===== config.mk =====
export PLATFORM = sky130hd
export DESIGN_NAME = cia_ctrl
export DESIGN_NICKNAME = d
export VERILOG_FILES = /design/src/hw/rtl/cia_pkg.sv /design/src/hw/rtl/cia_ctrl.sv
export SDC_FILE = /design/constraint.sdc
export NUM_CORES = 1
export LEC_CHECK = 0
export BUFFER_PORTS_ARGS = -buffer_cell sky130_fd_sc_hd__buf_2
export CORE_MARGIN = 3
export CORE_UTILIZATION = 37
export CTS_CLUSTER_SIZE = 30
export DETAILED_ROUTE_END_ITERATION = 12
export PLACE_DENSITY_LB_ADDON = 0.15
export RECOVER_POWER = 50
export SLEW_MARGIN = 40
export SYNTH_ARGS = -nofsm -noshare
export SYNTH_HDL_FRONTEND = slang
export SYNTH_SLANG_ARGS = --single-unit

===== constraint.sdc =====
create_clock -name clk -period 2.6 [get_ports clk]
set_input_delay 0.39 -clock clk [delete_from_list [all_inputs] [get_ports clk]]
set_output_delay 0.39 -clock clk [all_outputs]
set_load 0.02 [all_outputs]

===== src/hw/rtl/cia_pkg.sv =====
package cia_pkg;

	// Operand and counter widths
	localparam int DATA_W = 64;
	localparam int HALF_W = DATA_W / 2;
	localparam int CNT_W = $clog2(DATA_W);
	localparam int MAX_EXPONENT_DEF = 20;

	// Result status codes
	typedef enum logic [1:0] {
		ST_OK    = 2'd0,
		ST_DEFER = 2'd1,
		ST_ERR   = 2'd2
	} st_t;

	// Error kinds
	typedef enum logic [2:0] {
		EK_NONE = 3'd0,
		EK_OVF  = 3'd1,
		EK_DIV0 = 3'd2,
		EK_BAD  = 3'd3,
		EK_NEG  = 3'd4,
		EK_BIG  = 3'd5
	} ek_t;

	// Where the decoded operation goes after the classify state
	typedef enum logic [1:0] {
		RT_FAST = 2'd0,
		RT_MUL  = 2'd1,
		RT_POW  = 2'd2,
		RT_DIV  = 2'd3
	} route_t;

	// Source of the value written into the result register
	typedef enum logic [1:0] {
		SRC_FAST = 2'd0,
		SRC_MUL  = 2'd1,
		SRC_DIV  = 2'd2
	} res_src_t;

	// Commands from the controller to the datapath
	typedef struct packed {
		logic     take;
		logic     res_load;
		res_src_t res_src;
		logic     mload;
		logic     pp_en;
		logic [1:0] pp_sel;
		logic     acc_en;
		logic [1:0] acc_sel;
		logic     pow_next;
		logic     dload;
		logic     dstep;
	} cia_cmd_t;

	// Status from the datapath to the controller
	typedef struct packed {
		route_t route;
		logic   mul_ovf;
		logic   pow_last;
	} cia_stat_t;

endpackage


===== src/hw/rtl/cia_ctrl.sv =====
module cia_ctrl (
	input  logic                 clk,
	input  logic                 arst_n,
	input  logic                 start,
	input  cia_pkg::cia_stat_t   stat,
	output cia_pkg::cia_cmd_t    ctl,
	output logic                 busy,
	output logic                 done
);

	typedef enum logic [2:0] {
		S_IDLE,
		S_CLASS,
		S_MLOAD,
		S_MSTEP,
		S_MCHK,
		S_DLOAD,
		S_DSTEP,
		S_DFIX
	} state_t;

	localparam logic [cia_pkg::CNT_W-1:0] MUL_LAST = cia_pkg::CNT_W'(4);
	localparam logic [cia_pkg::CNT_W-1:0] DIV_LAST = cia_pkg::CNT_W'(cia_pkg::DATA_W - 1);

	state_t                    state_q;
	logic [cia_pkg::CNT_W-1:0] step_q;
	logic [cia_pkg::CNT_W-1:0] step_m1;
	logic                      busy_q;
	logic                      done_q;
	logic                      take;

	assign take    = start & ~busy_q;
	assign step_m1 = step_q - 1'b1;
	assign busy    = busy_q;
	assign done    = done_q;

	// Command decode from the current state
	always_comb begin
		ctl          = '0;
		ctl.res_src  = cia_pkg::SRC_FAST;
		ctl.take     = take;
		case (state_q)
			S_CLASS: begin
				if (stat.route == cia_pkg::RT_FAST) begin
					ctl.res_load = 1'b1;
					ctl.res_src  = cia_pkg::SRC_FAST;
				end
			end
			S_MLOAD: begin
				ctl.mload = 1'b1;
			end
			S_MSTEP: begin
				// partial product k is formed in step k, added in step k+1
				ctl.pp_en   = (step_q != MUL_LAST);
				ctl.pp_sel  = step_q[1:0];
				ctl.acc_en  = (step_q != '0);
				ctl.acc_sel = step_m1[1:0];
			end
			S_MCHK: begin
				if (stat.route == cia_pkg::RT_MUL || stat.mul_ovf || stat.pow_last) begin
					ctl.res_load = 1'b1;
					ctl.res_src  = cia_pkg::SRC_MUL;
				end else begin
					ctl.pow_next = 1'b1;
				end
			end
			S_DLOAD: begin
				ctl.dload = 1'b1;
			end
			S_DSTEP: begin
				ctl.dstep = 1'b1;
			end
			S_DFIX: begin
				ctl.res_load = 1'b1;
				ctl.res_src  = cia_pkg::SRC_DIV;
			end
			default: begin
			end
		endcase
	end

	// State, step counter and registered handshake outputs
	always_ff @(posedge clk or negedge arst_n) begin
		if (!arst_n) begin
			state_q <= S_IDLE;
			step_q  <= '0;
			busy_q  <= 1'b0;
			done_q  <= 1'b0;
		end else begin
			done_q <= 1'b0;
			case (state_q)
				S_IDLE: begin
					if (take) begin
						state_q <= S_CLASS;
						busy_q  <= 1'b1;
					end
				end
				S_CLASS: begin
					case (stat.route)
						cia_pkg::RT_MUL, cia_pkg::RT_POW: state_q <= S_MLOAD;
						cia_pkg::RT_DIV:                  state_q <= S_DLOAD;
						default:                          state_q <= S_IDLE;
					endcase
				end
				S_MLOAD: begin
					step_q  <= '0;
					state_q <= S_MSTEP;
				end
				S_MSTEP: begin
					if (step_q == MUL_LAST) begin
						state_q <= S_MCHK;
					end else begin
						step_q <= step_q + 1'b1;
					end
				end
				S_MCHK: begin
					if (ctl.res_load) begin
						state_q <= S_IDLE;
					end else begin
						state_q <= S_MLOAD;
					end
				end
				S_DLOAD: begin
					step_q  <= '0;
					state_q <= S_DSTEP;
				end
				S_DSTEP: begin
					if (step_q == DIV_LAST) begin
						state_q <= S_DFIX;
					end else begin
						step_q <= step_q + 1'b1;
					end
				end
				S_DFIX: begin
					state_q <= S_IDLE;
				end
				default: begin
					state_q <= S_IDLE;
				end
			endcase
			if (ctl.res_load) begin
				done_q <= 1'b1;
				busy_q <= 1'b0;
			end
		end
	end

	// A finished beat never overlaps a busy cycle
	a_done_not_busy: assert property (@(posedge clk) disable iff (!arst_n)
		done_q |-> !busy_q)
		else $error("done asserted while busy");

	// An accepted beat makes the block busy with no stale strobe
	a_take_busy: assert property (@(posedge clk) disable iff (!arst_n)
		take |=> (busy_q && !done_q))
		else $error("accepted beat did not raise busy");

	// Busy tracks the sequencer
	a_busy_state: assert property (@(posedge clk) disable iff (!arst_n)
		busy_q == (state_q != S_IDLE))
		else $error("busy out of step with state");

endmodule


==> impl_results.md, run 1 <==
* Nature of the critical path endpoint: output pin
* Vias in the first global route at 668
* P_int at 524.1 uW
* Synth Cell Area at 767.0 um^2
* Total die area at 0.002655 mm^2
* TritonRoute pass-1 iters at 4
* Skew-Pair Late Insertion Delay at 260 ps
* Routed Antenna Nets at 0
* Final Setup Violations at 0
* Final min period at 2175 ps
* CP max stage cell: dfrtp_1
* CP Class: reg -> out
* Gr ovfl total at 0
* Post-Synthesis Cells at 96
* Required time of the critical path at 2210 ps
* Yosys warning count at 0
* Met1 wire length at 859 um
* Setup crit start kind: flop
* Ports at 23
* PortBufs at 22
* Cts repair resizes at 0
* First-pass GRT wire length at 2.953 mm
* Average size of a mapped cell at 7.989 um^2
* VDD IR max at 770.0 uV
* Ratio of cells with drive above 1 in the final layout at 17.80%
* Sequential power share at 31.2%
* Vias at 748
* Routed length on met2 at 697 um
* Distinct cells, synth at 28
* Root Buffer: clkbuf_4
* Core area at 0.001839 mm^2
* Cell Count, Final, Fillers Out at 143
* Fill count at 212
* Unrepaired setup endpoints after global routing: no
* P_leak at 0.4606 nW
* Clk_skew at 1.567 ps
* Final Max Tran Viols at 0
* DP HPWL at 1.312 mm
* DR WL/cell at 11.95 um
* CTS clock-pin slew for the worst setup and hold paths at 80 ps
* Diode count at 0
* Crit path DAT at 1790 ps
* Register area share after synthesis at 35.89%
* Initial antenna violation count at 0
* Critical-path cell list: inv_1 > ha_1 > nor4b_1 > and2_0 > nor2_1 > buf_2
* Rel. slew slack at 59.36%
* Sink Count at 11
* FF+latch count, synth at 11
* Pwr/cell area at 1216 mW/mm^2
* Vias/cell at 5.231
* Starting Density at 41.70%
* Fraction of registers with async set/reset at 100.0%
* Status: completed
* EDFF count, synth at 0
* Sw frac at 52.34%
* Syn nets at 108
* Setup_tns at 0 ps
* Die height at 51.53 um
* Nets@finish at 131
* DP Cell Count at 138
* Area growth, synth to finish at 17.94%
* DRC Markers at 0
* H-tree depth at 1
* Clk pwr share at 10.8%
* Drt total wl at 1.709 mm
* GRT Overall Usage at 14.45%
* Psw at 575.5 uW
* R2R setup slack at 550 ps
* Critical path peak fanout at 7
* Final Hold Viols at 0
* Worst Max-Slew Pin Slew at 609.6 ps
* Achievable Freq at 0.4597 GHz
* Rows at 15
* Routed wl met3 at 143 um
* Crit share post-route at 83.66%
* Initial DRC count at 22
* Gate power share at 58.0%
* TritonCTS clock tree: yes
* Max Used Layer: met4
* # Max-Cap Violations at 0
* Synth Flop Type: dfrtp_1
* Max incr delay on CP at 450 ps
* Hold Crit Class: in -> reg
* Die W at 51.53 um
* Gp weighted congestion at 0.8021
* Largest net degree at the start of global routing at 15
* TritonCTS Buffers at 3
* CTS Buffer Depth at 2
## state kept, by name (all words and copies together), names as in the netlist
register,cells
busy,1
state_q,3
done,1
step_q,6
## synthesized netlist by cell type (3+ instances only)
master | count | share of area (%)
ha_1 | 5 | 8.2
or3_1 | 4 | 3.3
buf_2 | 3 | 2.0
nor3_1 | 5 | 3.3
nor2b_1 | 4 | 3.3
nor2_1 | 11 | 5.4
a21oi_1 | 8 | 5.2
nand2_1 | 8 | 3.9
inv_1 | 7 | 3.4
dfrtp_1 | 11 | 36
o21ai_0 | 7 | 4.6
nand3_1 | 3 | 2.0
## per-stage QoR
| stage | utilization (%) | hold WS [ps] | worst slack [ps] | area, um^2 | total power, mW |
|---|---|---|---|---|---|
| floorplan | - | 94.41 | 727.9 | 767.0 | 0.8339 |
| global placement | 47.55 | 276.4 | 543.4 | 874.6 | 0.9853 |
| detailed placement | 47.55 | 273.4 | 513.4 | 874.6 | 0.9898 |
| CTS | 49.52 | 398.2 | 440.1 | 910.9 | 1.111 |
| global route | 49.18 | 430.3 | 240.0 | 904.6 | 1.209 |
| finish | 49.18 | 401.2 | 424.9 | 904.6 | 1.100 |
## cells by family (layout without fill, tap and decap cells)
kind of cell / Yosys count / in the layout / synth area share [%]
multiplexers: 1 / 1 / 1.305
adder cells (fa/ha/maj): 5 / 5 / 8.157
buffers and inverters: 12 / 34 / 7.831
AO/OA/AOI/OAI: 24 / 24 / 18.76
flip-flops: 11 / 11 / 35.89
AND/OR/NAND/NOR: 43 / 43 / 28.06
## power groups by stage
| stage | logic [mW] | registers, mW | clock network [mW] |
|---|---|---|---|
| after detailed placement | 0.646 | 0.343 | 0 |
| final | 0.637 | 0.343 | 0.119 |
| after global routing | 0.722 | 0.355 | 0.132 |
| after CTS | 0.651 | 0.340 | 0.120 |
| after global placement | 0.644 | 0.342 | 0 |
| after floorplan | 0.534 | 0.300 | 0 |
## routing by layer
metal	track usage, %	vias up
met1	22.70	337
met2	19.70	33
met5	0	-
met4	3.930	0
li1	-	376
met3	2.865	2
## worst max-delay path: cells and delay by family, from the launching register on
kind / cells / cell delay (ps)
buf+inv: 2 / 260
simple gates: 3 / 650
flops: 1 / 450
fa+ha+maj: 1 / 150
## final cells by class
class	instances	area [um^2]	area share, %
repair buffers	23	113.9	12.59
clock buffers	4	26.28	2.905
well taps	25	31.28	3.458
inverters	7	26.28	2.905
multi-input cells	73	431.7	47.72
flip-flops and latches	11	275.3	30.43
## worst paths after layout
path	endpoint	cells after the start	start
worst max register to register	step_q[4]	7	step_q[0]
max in group asynchronous	step_q[4]	2	arst_n
worst min register to register	busy	2	busy
worst min-delay path	busy	3	start
worst max-delay path	ctl[8]	6	step_q[0]
min in group asynchronous	step_q[5]	2	arst_n
## repair_timing
item | in CTS | in global routing
buffers inserted | 0 | 0
setup endpoints to repair | 0 | 0
hold buffers | 1 | 0
endpoints found under the hold margin | 11 | 0
## placed cells by master (no fill, tap or decap), types with 5 or more instances in the layout
master and n:
o21ai_0 7, ha_1 5, a21oi_1 8, inv_1 7, nand2_1 8, clkbuf_1 6, nor2_1 11, buf_2 17
dfrtp_1 11, nor3_1 5
Note: power is estimated with default switching activity, not from simulation.
==> inputs of run 2 (changes only) <==
==> constraint.sdc (replaced) <==
create_clock -name clk -period 2.1 [get_ports clk]
set_input_delay 0.315 -clock clk [delete_from_list [all_inputs] [get_ports clk]]
set_output_delay 0.315 -clock clk [all_outputs]
set_load 0.02 [all_outputs]
==> run 2 against run 1 <==
Compared with the run above: power up 31%; combinational power increased by 39%; register-to-register slack got worse by 370 ps; global-route usage is 1.5 points higher; critical path depth increased by 1; non-clock buffer count rose by 4; cell area up 4.4%; clock-buffer cell count unchanged.
==> impl_results.md, run 2 (synthesis gave the netlist of run 1 again) <==
* Vias at 751
* Critical path origin: step_q[0]
* Worst Max-Slew Pin Slew at 642.2 ps
* DR WL/cell at 12.46 um
* Final Setup Violations at 0
* VDD IR max at 988.5 uV
* CTS clock-pin slew for the worst setup and hold paths at 80 ps
* Sink Count at 11
* RR Startpoint: step_q[0]
* Final instance area at 944.7 um^2
* TritonCTS Buffers at 3
* Crit share post-route at 92.93%
* Rows at 15
* Starting Density at 41.70%
* Routed wl met3 at 92 um
* GRT Overall Usage at 15.94%
* Pwr/cell area at 1521 mW/mm^2
* Fill count at 206
* Critical path peak fanout at 2
* PortBufs at 22
* TritonRoute pass-1 iters at 4
* R2R setup slack at 180 ps
* Final min period at 1952 ps
* Status: completed
* Met1 wire length at 950 um
* H-tree depth at 1
* Required time of the critical path at 1780 ps
* P_leak at 0.4873 nW
* Skew-Pair Late Insertion Delay at 270 ps
* Total die area at 0.002655 mm^2
* Placed Area at 904.6 um^2
* Final Hold Viols at 0
* Clk_skew at 4.377 ps
* Area growth, synth to finish at 23.16%
* Reg2reg end: step_q[4]
* Vias in the first global route at 679
* DRC Markers at 0
* CP Class: reg -> out
* Gr ovfl total at 0
* Most frequent cells in the layout: buf_2, nor2_1, dfrtp_1, nand2_1, a21oi_1
* Setup crit start kind: flop
* Core area at 0.001839 mm^2
* CTS Buffer Depth at 2
* Setup_tns at 0 ps
* Biggest register: step_q
* Crit path DAT at 1640 ps
* Ports at 23
* Final core utilization at 51.36%
* Max Used Layer: met4
* DP HPWL at 1.355 mm
* Vias/cell at 5.109
* Diode count at 0
* Drt total wl at 1.831 mm
* Max reg flops at 6
* Final Power at 1.437 mW
* First-pass GRT wire length at 3.077 mm
* Final Max Tran Viols at 0
* Unrepaired setup endpoints after global routing: no
* Initial antenna violation count at 0
* Worst r2r path cells at 7
* Achievable Freq at 0.5124 GHz
* Root Buffer: clkbuf_4
* Gp weighted congestion at 0.8064
* Hold Crit Class: in -> reg
* Nature of the critical path endpoint: output pin
* Commonest non-fill, non-tap cell in the layout: buf_2
* Top flop regs: step_q (6), state_q (3)
* CP endpoint: ctl[8]
* Routed Antenna Nets at 0
* Setup bufs post-CTS at 0
* Nets@finish at 135
* Largest net degree at the start of global routing at 15
* TritonCTS clock tree: yes
* Die W at 51.53 um
* Routed length on met2 at 771 um
* Die height at 51.53 um
* Initial DRC count at 13
* # Max-Cap Violations at 0
* Ratio of cells with drive above 1 in the final layout at 23.77%
* Rel. slew slack at 57.19%
-- run 2: cell count changes in the layout (fill, tap and decap cells not counted) --
cell | previous run | this run
buf_4 | 0 | 4
and2_1 | 0 | 1
and2_0 | 2 | 1
buf_2 | 17 | 18
nor4b_2 | 0 | 1
clkbuf_1 | 6 | 5
dfrtp_1 | 11 | 9
dfrtp_2 | 0 | 2
nor4b_1 | 1 | 0
-- run 2: how the worst min path moves through the flow --
stage	start	endpoint	slack (ps)	cells after the start
after global routing	start	busy	330	3
after global placement	arst_n	busy	210	1
after floorplan	arst_n	busy	20	0
final	start	busy	330	3
after detailed placement	arst_n	busy	210	1
after CTS	start	busy	320	3
-- run 2: cell type report --
class                           count  area, um^2  area share (%)
Timing Repair Buffer               27       145.1           15.36
Tap cell                           25       31.28           3.311
Sequential cell                    11       277.8           29.40
Clock buffer                        4       26.28           2.781
Multi-Input combinational cell     73       437.9           46.36
Inverter                            7       26.28           2.781
-- run 2: critical path: stages (launching register included) --
cell and delay [ps]:
dfrtp_1 380, inv_1 80, ha_1 160, nor4b_2 240, buf_4 160, and2_1 140, nor2_1 40, buf_2 160
-- run 2: routing by layer --
layer  GRT usage [%]  vias up
met1           22.40      340
li1                -      389
met3           5.158        2
met4           5.240        0
met5               0        -
met2           22.88       20
-- run 2: where the power goes --
group / internal, mW / total [mW] / switching, mW
clock: 0.0735 / 0.148 / 0.0749
combinational: 0.341 / 0.886 / 0.545
sequential: 0.290 / 0.402 / 0.112
-- run 2: metrics by stage --
step | std cells | setup slack [ps] | hold slack [ps]
detailed placement | 142 | 147.9 | 207.2
global placement | 142 | 195.8 | 207.3
CTS | 147 | 37.17 | 316.0
finish | 147 | 148.5 | 327.5
floorplan | 96 | 227.9 | 19.41
global route | 147 | 26.96 | 330.0
-- run 2: timing repair --
item	4_1_cts	5_1_grt
hold endpoints to repair	11	0
resized for setup	0	3
setup endpoints to repair	0	5
hold buffers	1	0
